File: config.mk
export PLATFORM = sky130hd
export DESIGN_NAME = telemetry_frame_stuffing_encoder_top_flat
export DESIGN_NICKNAME = d
export VERILOG_FILES = /design/src/hdl/tfse_pkg.sv /design/src/hdl/tfse_req_if.sv /design/src/hdl/tfse_tx_if.sv /design/src/hdl/tfse_ctrl.sv /design/src/hdl/tfse_dp.sv /design/src/hdl/telemetry_frame_stuffing_encoder_top.sv /design/src/flat_wrapper.sv
export SDC_FILE = /design/constraint.sdc
export NUM_CORES = 1
export LEC_CHECK = 0
export ABC_AREA = 0
export BUFFER_PORTS_ARGS = -buffer_cell sky130_fd_sc_hd__buf_2
export CELL_PAD_IN_SITES_DETAIL_PLACEMENT = 1
export CELL_PAD_IN_SITES_GLOBAL_PLACEMENT = 1
export CORE_MARGIN = 1
export CORE_UTILIZATION = 35
export DETAILED_ROUTE_END_ITERATION = 10
export PLACE_DENSITY_LB_ADDON = 0.1
export SLEW_MARGIN = 10
export SYNTH_ARGS = -nofsm -noshare
export SYNTH_HDL_FRONTEND = slang
export SYNTH_SLANG_ARGS = --single-unit
File: constraint.sdc
create_clock -name i_clk -period 4.5 [get_ports i_clk]
set_input_delay 0.9 -clock i_clk [delete_from_list [all_inputs] [get_ports i_clk]]
set_output_delay 0.9 -clock i_clk [all_outputs]
set_load 0.02 [all_outputs]
File: src/hdl/tfse_pkg.sv
// Package for the telemetry frame stuffing encoder.
// Holds byte codes, field widths, the controller state type and the
// command/status structs. Depends on nothing.
package tfse_pkg;

    localparam int BYTE_W      = 8;
    localparam int ID_W        = 16;
    localparam int VALUE_W     = 32;
    localparam int FRAME_BYTES = 7;   // header, two id bytes, four value bytes
    localparam int FRAME_W     = FRAME_BYTES * BYTE_W;
    localparam int IDX_W       = $clog2(FRAME_BYTES);

    localparam logic [IDX_W-1:0] LAST_IDX = IDX_W'(FRAME_BYTES - 1);

    localparam logic [BYTE_W-1:0] HDR_DATA  = 8'h10;
    localparam logic [BYTE_W-1:0] HDR_EMPTY = 8'h00;
    localparam logic [BYTE_W-1:0] ESC_BYTE  = 8'h7D;
    localparam logic [BYTE_W-1:0] FLAG_BYTE = 8'h7E;
    localparam logic [BYTE_W-1:0] ESC_XOR   = 8'h20;

    localparam logic REQ_DATA  = 1'b0;
    localparam logic REQ_EMPTY = 1'b1;

    typedef enum logic [3:0] {
        S_IDLE  = 4'b0001,
        S_SEND  = 4'b0010,
        S_STUFF = 4'b0100,
        S_CSUM  = 4'b1000
    } t_state;

    // Controller to datapath
    typedef struct packed {
        logic load;        // capture a new request
        logic emit_esc;    // send the escape byte, hold the frame
        logic emit_byte;   // send the current byte as is, sum it, advance
        logic emit_xor;    // send the current byte xor 0x20, sum it, advance
        logic emit_csum;   // send the checksum, clear the sum
    } t_dp_cmd;

    // Datapath to controller
    typedef struct packed {
        logic out_free;     // output register can take a byte this cycle
        logic need_stuff;   // current byte must be escaped
        logic last_payload; // current byte is the last one before the checksum
    } t_dp_stat;

endpackage

File: src/hdl/tfse_req_if.sv
// Request channel of the telemetry frame encoder: valid/ready plus one
// frame request. Depends on tfse_pkg.
interface tfse_req_if;
    logic                         valid;
    logic                         ready;
    logic                         req_type;
    logic [tfse_pkg::ID_W-1:0]    sensor_id;
    logic [tfse_pkg::VALUE_W-1:0] value;

    modport source (output valid, output req_type, output sensor_id, output value,
                    input ready);
    modport sink   (input valid, input req_type, input sensor_id, input value,
                    output ready);
endinterface

File: src/hdl/tfse_tx_if.sv
// Byte channel of the telemetry frame encoder: valid/ready plus one wire
// byte and its end-of-frame flag. Depends on tfse_pkg.
interface tfse_tx_if;
    logic                        valid;
    logic                        ready;
    logic [tfse_pkg::BYTE_W-1:0] tx_byte;
    logic                        last_byte;

    modport source (output valid, output tx_byte, output last_byte, input ready);
    modport sink   (input valid, input tx_byte, input last_byte, output ready);
endinterface

File: src/hdl/tfse_ctrl.sv
// Controller of the telemetry frame encoder: one-hot state machine that
// sequences header, id, value and checksum bytes. Depends on tfse_pkg.
module tfse_ctrl (
    input  logic               i_clk,
    input  logic               i_rst_n,
    input  logic               i_req_valid,
    output logic               o_req_ready,
    input  tfse_pkg::t_dp_stat i_stat,
    output tfse_pkg::t_dp_cmd  o_cmd
);

    tfse_pkg::t_state r_state;
    tfse_pkg::t_state n_state;

    always_ff @(posedge i_clk) begin
        if (!i_rst_n) begin
            r_state <= tfse_pkg::S_IDLE;
        end else begin
            r_state <= n_state;
        end
    end

    always_comb begin
        n_state     = r_state;
        o_cmd       = '0;
        o_req_ready = 1'b0;
        case (r_state)
            tfse_pkg::S_IDLE: begin
                o_req_ready = 1'b1;
                if (i_req_valid) begin
                    o_cmd.load = 1'b1;
                    n_state    = tfse_pkg::S_SEND;
                end
            end
            tfse_pkg::S_SEND: begin
                if (i_stat.out_free) begin
                    if (i_stat.need_stuff) begin
                        o_cmd.emit_esc = 1'b1;
                        n_state        = tfse_pkg::S_STUFF;
                    end else begin
                        o_cmd.emit_byte = 1'b1;
                        if (i_stat.last_payload) begin
                            n_state = tfse_pkg::S_CSUM;
                        end
                    end
                end
            end
            tfse_pkg::S_STUFF: begin
                if (i_stat.out_free) begin
                    o_cmd.emit_xor = 1'b1;
                    n_state = i_stat.last_payload ? tfse_pkg::S_CSUM : tfse_pkg::S_SEND;
                end
            end
            tfse_pkg::S_CSUM: begin
                if (i_stat.out_free) begin
                    o_cmd.emit_csum = 1'b1;
                    n_state         = tfse_pkg::S_IDLE;
                end
            end
            default: begin
                n_state = tfse_pkg::S_IDLE;
            end
        endcase
    end

endmodule

File: src/hdl/tfse_dp.sv
// Datapath of the telemetry frame encoder: frame shift register, byte index,
// end-around-carry sum and the output register. Depends on tfse_pkg, tfse_tx_if.
module tfse_dp (
    input  logic                         i_clk,
    input  logic                         i_rst_n,
    input  logic                         i_req_type,
    input  logic [tfse_pkg::ID_W-1:0]    i_sensor_id,
    input  logic [tfse_pkg::VALUE_W-1:0] i_value,
    input  tfse_pkg::t_dp_cmd            i_cmd,
    output tfse_pkg::t_dp_stat           o_stat,
    tfse_tx_if.source                    o_tx
);

    logic [tfse_pkg::FRAME_W-1:0] r_frame;
    logic [tfse_pkg::IDX_W-1:0]   r_idx;
    logic [tfse_pkg::BYTE_W-1:0]  r_sum;
    logic [tfse_pkg::BYTE_W-1:0]  r_out_byte;
    logic                         r_out_last;
    logic                         r_out_valid;

    logic [tfse_pkg::BYTE_W-1:0]  cur_byte;
    logic [tfse_pkg::BYTE_W:0]    sum_wide;
    logic [tfse_pkg::BYTE_W-1:0]  n_sum;
    logic [tfse_pkg::BYTE_W-1:0]  hdr;
    logic [tfse_pkg::VALUE_W-1:0] val;
    logic                         advance;
    logic                         emit_any;

    assign cur_byte = r_frame[tfse_pkg::BYTE_W-1:0];
    assign advance  = i_cmd.emit_byte | i_cmd.emit_xor;
    assign emit_any = advance | i_cmd.emit_esc | i_cmd.emit_csum;

    // One end-around fold suffices: the folded sum never carries again.
    assign sum_wide = {1'b0, r_sum} + {1'b0, cur_byte};
    assign n_sum    = sum_wide[tfse_pkg::BYTE_W-1:0]
                    + {{(tfse_pkg::BYTE_W-1){1'b0}}, sum_wide[tfse_pkg::BYTE_W]};

    assign hdr = (i_req_type == tfse_pkg::REQ_EMPTY) ? tfse_pkg::HDR_EMPTY
                                                     : tfse_pkg::HDR_DATA;
    assign val = (i_req_type == tfse_pkg::REQ_EMPTY) ? '0 : i_value;

    assign o_stat.out_free     = ~r_out_valid | o_tx.ready;
    assign o_stat.need_stuff   = (cur_byte == tfse_pkg::FLAG_BYTE)
                               | (cur_byte == tfse_pkg::ESC_BYTE);
    assign o_stat.last_payload = (r_idx == tfse_pkg::LAST_IDX);

    always_ff @(posedge i_clk) begin
        if (!i_rst_n) begin
            r_sum       <= '0;
            r_out_valid <= 1'b0;
        end else begin
            if (i_cmd.emit_csum) begin
                r_sum <= '0;
            end else if (advance) begin
                r_sum <= n_sum;
            end
            if (emit_any) begin
                r_out_valid <= 1'b1;
            end else if (o_tx.ready) begin
                r_out_valid <= 1'b0;
            end
        end
    end

    always_ff @(posedge i_clk) begin
        if (i_cmd.load) begin
            r_frame <= {val, i_sensor_id, hdr};
            r_idx   <= '0;
        end else if (advance) begin
            r_frame <= {{tfse_pkg::BYTE_W{1'b0}},
                        r_frame[tfse_pkg::FRAME_W-1:tfse_pkg::BYTE_W]};
            r_idx   <= r_idx + 1'b1;
        end
        if (emit_any) begin
            r_out_last <= i_cmd.emit_csum;
            if (i_cmd.emit_esc) begin
                r_out_byte <= tfse_pkg::ESC_BYTE;
            end else if (i_cmd.emit_xor) begin
                r_out_byte <= cur_byte ^ tfse_pkg::ESC_XOR;
            end else if (i_cmd.emit_csum) begin
                r_out_byte <= ~r_sum;
            end else begin
                r_out_byte <= cur_byte;
            end
        end
    end

    assign o_tx.valid     = r_out_valid;
    assign o_tx.tx_byte   = r_out_byte;
    assign o_tx.last_byte = r_out_last;

endmodule

File: src/hdl/telemetry_frame_stuffing_encoder_top.sv
// Top level of the telemetry frame stuffing encoder.
// Depends on tfse_pkg, tfse_req_if, tfse_tx_if, tfse_ctrl and tfse_dp.
//
// Usage:
//   i_req carries one request per transfer: req_type (0 = data frame,
//   1 = empty frame), sensor_id and value. o_tx carries the wire bytes of
//   the frame, one byte per transfer, with last_byte set on the checksum.
//   A frame is header, id low/high, four value bytes (LSB first), each
//   escaped as 0x7D, byte^0x20 when it equals 0x7E or 0x7D, then the
//   unescaped checksum (0xFF minus the end-around-carry sum).
//   The request is captured into the frame register, and its first byte
//   then passes through the output register onto o_tx. Throughput: one
//   byte per cycle while o_tx is not stalled; a frame is 8 to 14 bytes, and
//   the byte sequencer handles one frame at a time.
//   i_req.ready is high only while the sequencer is idle. It rises again as
//   the checksum enters the output register, so a new request can be taken
//   while that byte still waits on a stalled receiver.
//   A stall on o_tx holds the output byte and freezes the sequencer.
//   Reset (synchronous, active low) returns the sequencer to idle, clears
//   the running sum and drops o_tx.valid.
module telemetry_frame_stuffing_encoder_top (
    input  logic      i_clk,
    input  logic      i_rst_n,
    tfse_req_if.sink  i_req,
    tfse_tx_if.source o_tx
);

    tfse_pkg::t_dp_cmd  w_cmd;
    tfse_pkg::t_dp_stat w_stat;
    logic               w_req_ready;

    assign i_req.ready = w_req_ready;

    // Sequence the frame bytes
    tfse_ctrl u_ctrl (
        .i_clk       (i_clk),
        .i_rst_n     (i_rst_n),
        .i_req_valid (i_req.valid),
        .o_req_ready (w_req_ready),
        .i_stat      (w_stat),
        .o_cmd       (w_cmd)
    );

    // Hold the frame, sum it, and drive the byte channel
    tfse_dp u_dp (
        .i_clk       (i_clk),
        .i_rst_n     (i_rst_n),
        .i_req_type  (i_req.req_type),
        .i_sensor_id (i_req.sensor_id),
        .i_value     (i_req.value),
        .i_cmd       (w_cmd),
        .o_stat      (w_stat),
        .o_tx        (o_tx)
    );

endmodule
File: src/flat_wrapper.sv
// flat-port wrapper written by rule: the top's interface ports become plain ports
module telemetry_frame_stuffing_encoder_top_flat 
  (i_clk, i_rst_n, i_req_valid, i_req_req_type, i_req_sensor_id, i_req_value, i_req_ready, o_tx_valid, o_tx_tx_byte, o_tx_last_byte, o_tx_ready);
  tfse_req_if i_req_i ();
  tfse_tx_if o_tx_i ();
  input  logic i_clk;
  input  logic i_rst_n;
  input wire logic [$bits(i_req_i.valid)-1:0] i_req_valid;
  input wire logic [$bits(i_req_i.req_type)-1:0] i_req_req_type;
  input wire logic [$bits(i_req_i.sensor_id)-1:0] i_req_sensor_id;
  input wire logic [$bits(i_req_i.value)-1:0] i_req_value;
  output wire logic [$bits(i_req_i.ready)-1:0] i_req_ready;
  output wire logic [$bits(o_tx_i.valid)-1:0] o_tx_valid;
  output wire logic [$bits(o_tx_i.tx_byte)-1:0] o_tx_tx_byte;
  output wire logic [$bits(o_tx_i.last_byte)-1:0] o_tx_last_byte;
  input wire logic [$bits(o_tx_i.ready)-1:0] o_tx_ready;
  assign i_req_i.valid = i_req_valid;
  assign i_req_i.req_type = i_req_req_type;
  assign i_req_i.sensor_id = i_req_sensor_id;
  assign i_req_i.value = i_req_value;
  assign i_req_ready = i_req_i.ready;
  assign o_tx_valid = o_tx_i.valid;
  assign o_tx_tx_byte = o_tx_i.tx_byte;
  assign o_tx_last_byte = o_tx_i.last_byte;
  assign o_tx_i.ready = o_tx_ready;
  telemetry_frame_stuffing_encoder_top u_core (.i_clk(i_clk), .i_rst_n(i_rst_n), .i_req(i_req_i), .o_tx(o_tx_i));
endmodule
==> results.json <==
{
  "status": "finished, final reports clean",
  "syn_area_per_cell_um2": 10.46,
  "rsz0062_at_grt": "no",
  "synth_flop_cell": "edfxtp_1",
  "crit_fanout": 3,
  "first_iter_violations": 81,
  "r2r_cells": 13,
  "grt_pass1_vias": 2988,
  "r2r-end": "u_core.u_dp.r_sum[7]",
  "finClkSkew_ps": 7.938,
  "fin_setup_tns_ps": 0,
  "worstHoldStart": "u_core.u_dp.r_frame[10]",
  "drive_gt1_frac": 0.1996,
  "required_ps": 4760,
  "cts_root_buffer": "clkbuf_16",
  "place_hpwl_um": 6379,
  "port_buffers": 63,
  "hp-class": "reg -> reg",
  "wirelength_um": 8768,
  "place.gp.congestion": 0.7962,
  "hold_buffers": 0,
  "critPathArrivalTime_ps": 3240,
  "firstDrtPassIters": 5,
  "grt_start_max_net_pins": 74,
  "timing.final.max_slew_violations": 0,
  "grtUsageTotal": 0.1668,
  "die_h_um": 108.9,
  "die_x_um": 108.9,
  "holdPathEnd": "u_core.u_dp.r_frame[2]",
  "holdWs_ps": 516.0,
  "synth-seq-cells": 81,
  "swShare": 0.3523,
  "fillCellCount": 1274,
  "maxCapViolations": 0,
  "yosysSeqAreaShare": 0.5684,
  "cts_resized": 0,
  "cts_tree": "done",
  "synth.distinct_cells": 44,
  "dieArea_um2": 11850,
  "p_int_mw": 1.984,
  "synthToLayoutAreaGrowth_pct": 17.53,
  "switchingPower_mw": 1.079,
  "fp-row-count": 38,
  "timing.rr.start": "u_core.u_dp.r_frame[0]",
  "drc_errors": 0,
  "peakVddDrop_mv": 0.2668,
  "netlist_instances": 382,
  "timing_hold_violations_final": 0,
  "p_per_area_nw_per_um2": 652.0,
  "fmax_ghz": 0.3354,
  "antenna_found_initial": 0,
  "p_total_mw": 3.063,
  "dr_total_vias": 2911,
  "post_cts_buffers": 0,
  "synth.net_count": 448,
  "syn_area_um2": 3998,
  "clk_pin_slew_ps": 60,
  "fin_crit_ps": 2982,
  "seqCellArea_um2": 2272,
  "yosysWarnings": 0,
  "postRouteAntennaNets": 0,
  "ys_async_sr_fraction": 0,
  "diodes": 0,
  "finalCritPeriodShare": 0.6626,
  "clk_latency_ps": 340,
  "io_pins": 64,
  "clock_sinks": 81,
  "leakagePower_nw": 1.883,
  "htreeDepth": 3,
  "rrSetupSlack_ps": 1520,
  "synth_edf_count": 65,
  "final_core_util": 0.4278,
  "grt_pass1_wl_um": 14590,
  "wl_per_cell_um": 14.96,
  "holdPathStages": 1,
  "cts_buffers": 9,
  "p_clk_frac": 0.214,
  "slew_headroom": 0.5384,
  "layout.nets": 507,
  "initial_core_util": 0.3640,
  "clk_path_buf_depth": 2,
  "worstSetupPathType": "reg -> reg",
  "finalSetupViolations": 0,
  "cp-start-kind": "flop",
  "p_seq_frac": 0.456,
  "worstMarginPinSlew_ps": 692.4,
  "coreArea_um2": 10980,
  "grt_overflow": 0,
  "endpoint_kind": "flop",
  "via_per_inst": 4.968,
  "multi_input_comb_area_um2": 1632,
  "power_frac_comb": 0.331
}
worst max path at each step:
stage                              endpoint  cells after the start                    from  slack (ps)
global placement    u_core.u_dp.r_frame[52]                      6              o_tx_ready        1510
detailed placement  u_core.u_dp.r_frame[52]                      6              o_tx_ready        1460
CTS                    u_core.u_dp.r_sum[7]                     13  u_core.u_dp.r_frame[0]        1500
floorplan            u_core.u_dp.r_frame[0]                      4              o_tx_ready        1200
global route           u_core.u_dp.r_sum[7]                     13  u_core.u_dp.r_frame[0]        1270
finish                 u_core.u_dp.r_sum[7]                     13  u_core.u_dp.r_frame[0]        1520
cells in the mapped netlist, types with 3 or more instances:
cell       n  area share
a211oi_1   8       0.015
a211oi_2   3      0.0094
a21oi_1    3      0.0038
and2_1    17       0.027
buf_2      4      0.0050
clkbuf_1  14       0.013
dfxtp_1   16       0.080
edfxtp_1  65        0.49
ha_1      12       0.038
inv_1      7      0.0066
nand2_1   89       0.084
nand2b_1  29       0.045
nand3_1    3      0.0038
nand4_1    3      0.0047
nor2_1    21       0.020
nor3_1     4      0.0050
o21ai_0   33       0.041
o21ai_1    3      0.0038
xnor2_1    7       0.015
xor2_1     6       0.013
worst max-delay path, cell delays in order, from the launching register on:
cell and delay [ps]:
edfxtp_1 430, ha_1 280, fa_1 440, a211oi_2 320
o21ai_1 160, a21oi_1 160, o21bai_1 110, ha_1 240
nand3_1 140, nor3_1 60, nand4_1 120, xnor2_1 140
xnor2_1 100, a211oi_2 200
routing by layer:
| layer | GRT usage | share of wire | routed length [µm] | vias to the layer above |
|---|---|---|---|---|
| li1 | - | - | - | 1447 |
| met1 | 0.1957 | 0.44 | 3878 | 1400 |
| met2 | 0.2862 | 0.51 | 4460 | 53 |
| met3 | 0.03825 | 0.029 | 258 | 11 |
| met4 | 0.08108 | 0.020 | 171 | 0 |
| met5 | 0 | 0 | 0 | - |
flip-flops by register name, indices dropped and copies added (netlist names):
name / count
u_core.u_dp.o_tx.tx_byte: 8
u_core.u_dp.o_tx.valid: 1
u_core.u_ctrl.r_state: 4
u_core.u_dp.r_idx: 3
u_core.u_dp.r_sum: 8
u_core.u_dp.o_tx.last_byte: 1
u_core.u_dp.r_frame: 56
power groups by stage:
stage | Clock, mW | Sequential [mW] | Combinational [mW]
after floorplan | 0 | 1.37 | 0.766
after global placement | 0 | 1.40 | 0.999
after detailed placement | 0 | 1.41 | 1.04
after CTS | 0.672 | 1.40 | 1.04
after global routing | 0.701 | 1.43 | 1.16
final | 0.655 | 1.40 | 1.01
per-stage QoR:
stage	cell area, µm²	worst slack (ps)	cells
final	4698	1518	586
after global routing	4698	1268	586
after CTS	4698	1504	586
after detailed placement	4443	1459	570
after global placement	4443	1508	570
after floorplan	3998	1205	382
final cells by class:
class | instances | share of cell area
Tap cell | 140 | 0.03728
Clock inverter | 5 | 0.004794
Multi-Input combinational cell | 276 | 0.3473
Inverter | 7 | 0.005593
Timing Repair Buffer | 66 | 0.07190
Sequential cell | 81 | 0.4836
Clock buffer | 11 | 0.04953
cells by family (layout without fill, tap and decap cells):
kind of cell,after synthesis,in the layout,synth area share
AOI/OAI and AO/OA,69,69,0.1117
xor gates and xnor gates,13,13,0.02848
adders and majority gates,13,13,0.04257
buffers and inverters,25,89,0.02473
DFF,81,81,0.5684
muxes,2,2,0.005008
and+or+nand+nor,179,179,0.2191
placed cells by master, fill, tap and decap left out, types with 3 or more instances in the layout:
master and n:
a211oi_1 8, a211oi_2 3, a21oi_1 3, and2_1 17
buf_2 63, buf_4 3, clkbuf_16 9, clkinv_2 3
dfxtp_1 16, edfxtp_1 65, ha_1 12, inv_1 7
nand2_1 88, nand2b_1 28, nand3_1 3, nand4_1 3
nor2_1 21, nor3_1 4, o21ai_0 33, o21ai_1 3
xnor2_1 7, xor2_1 6
Note: power is estimated with default switching activity, not from simulation.
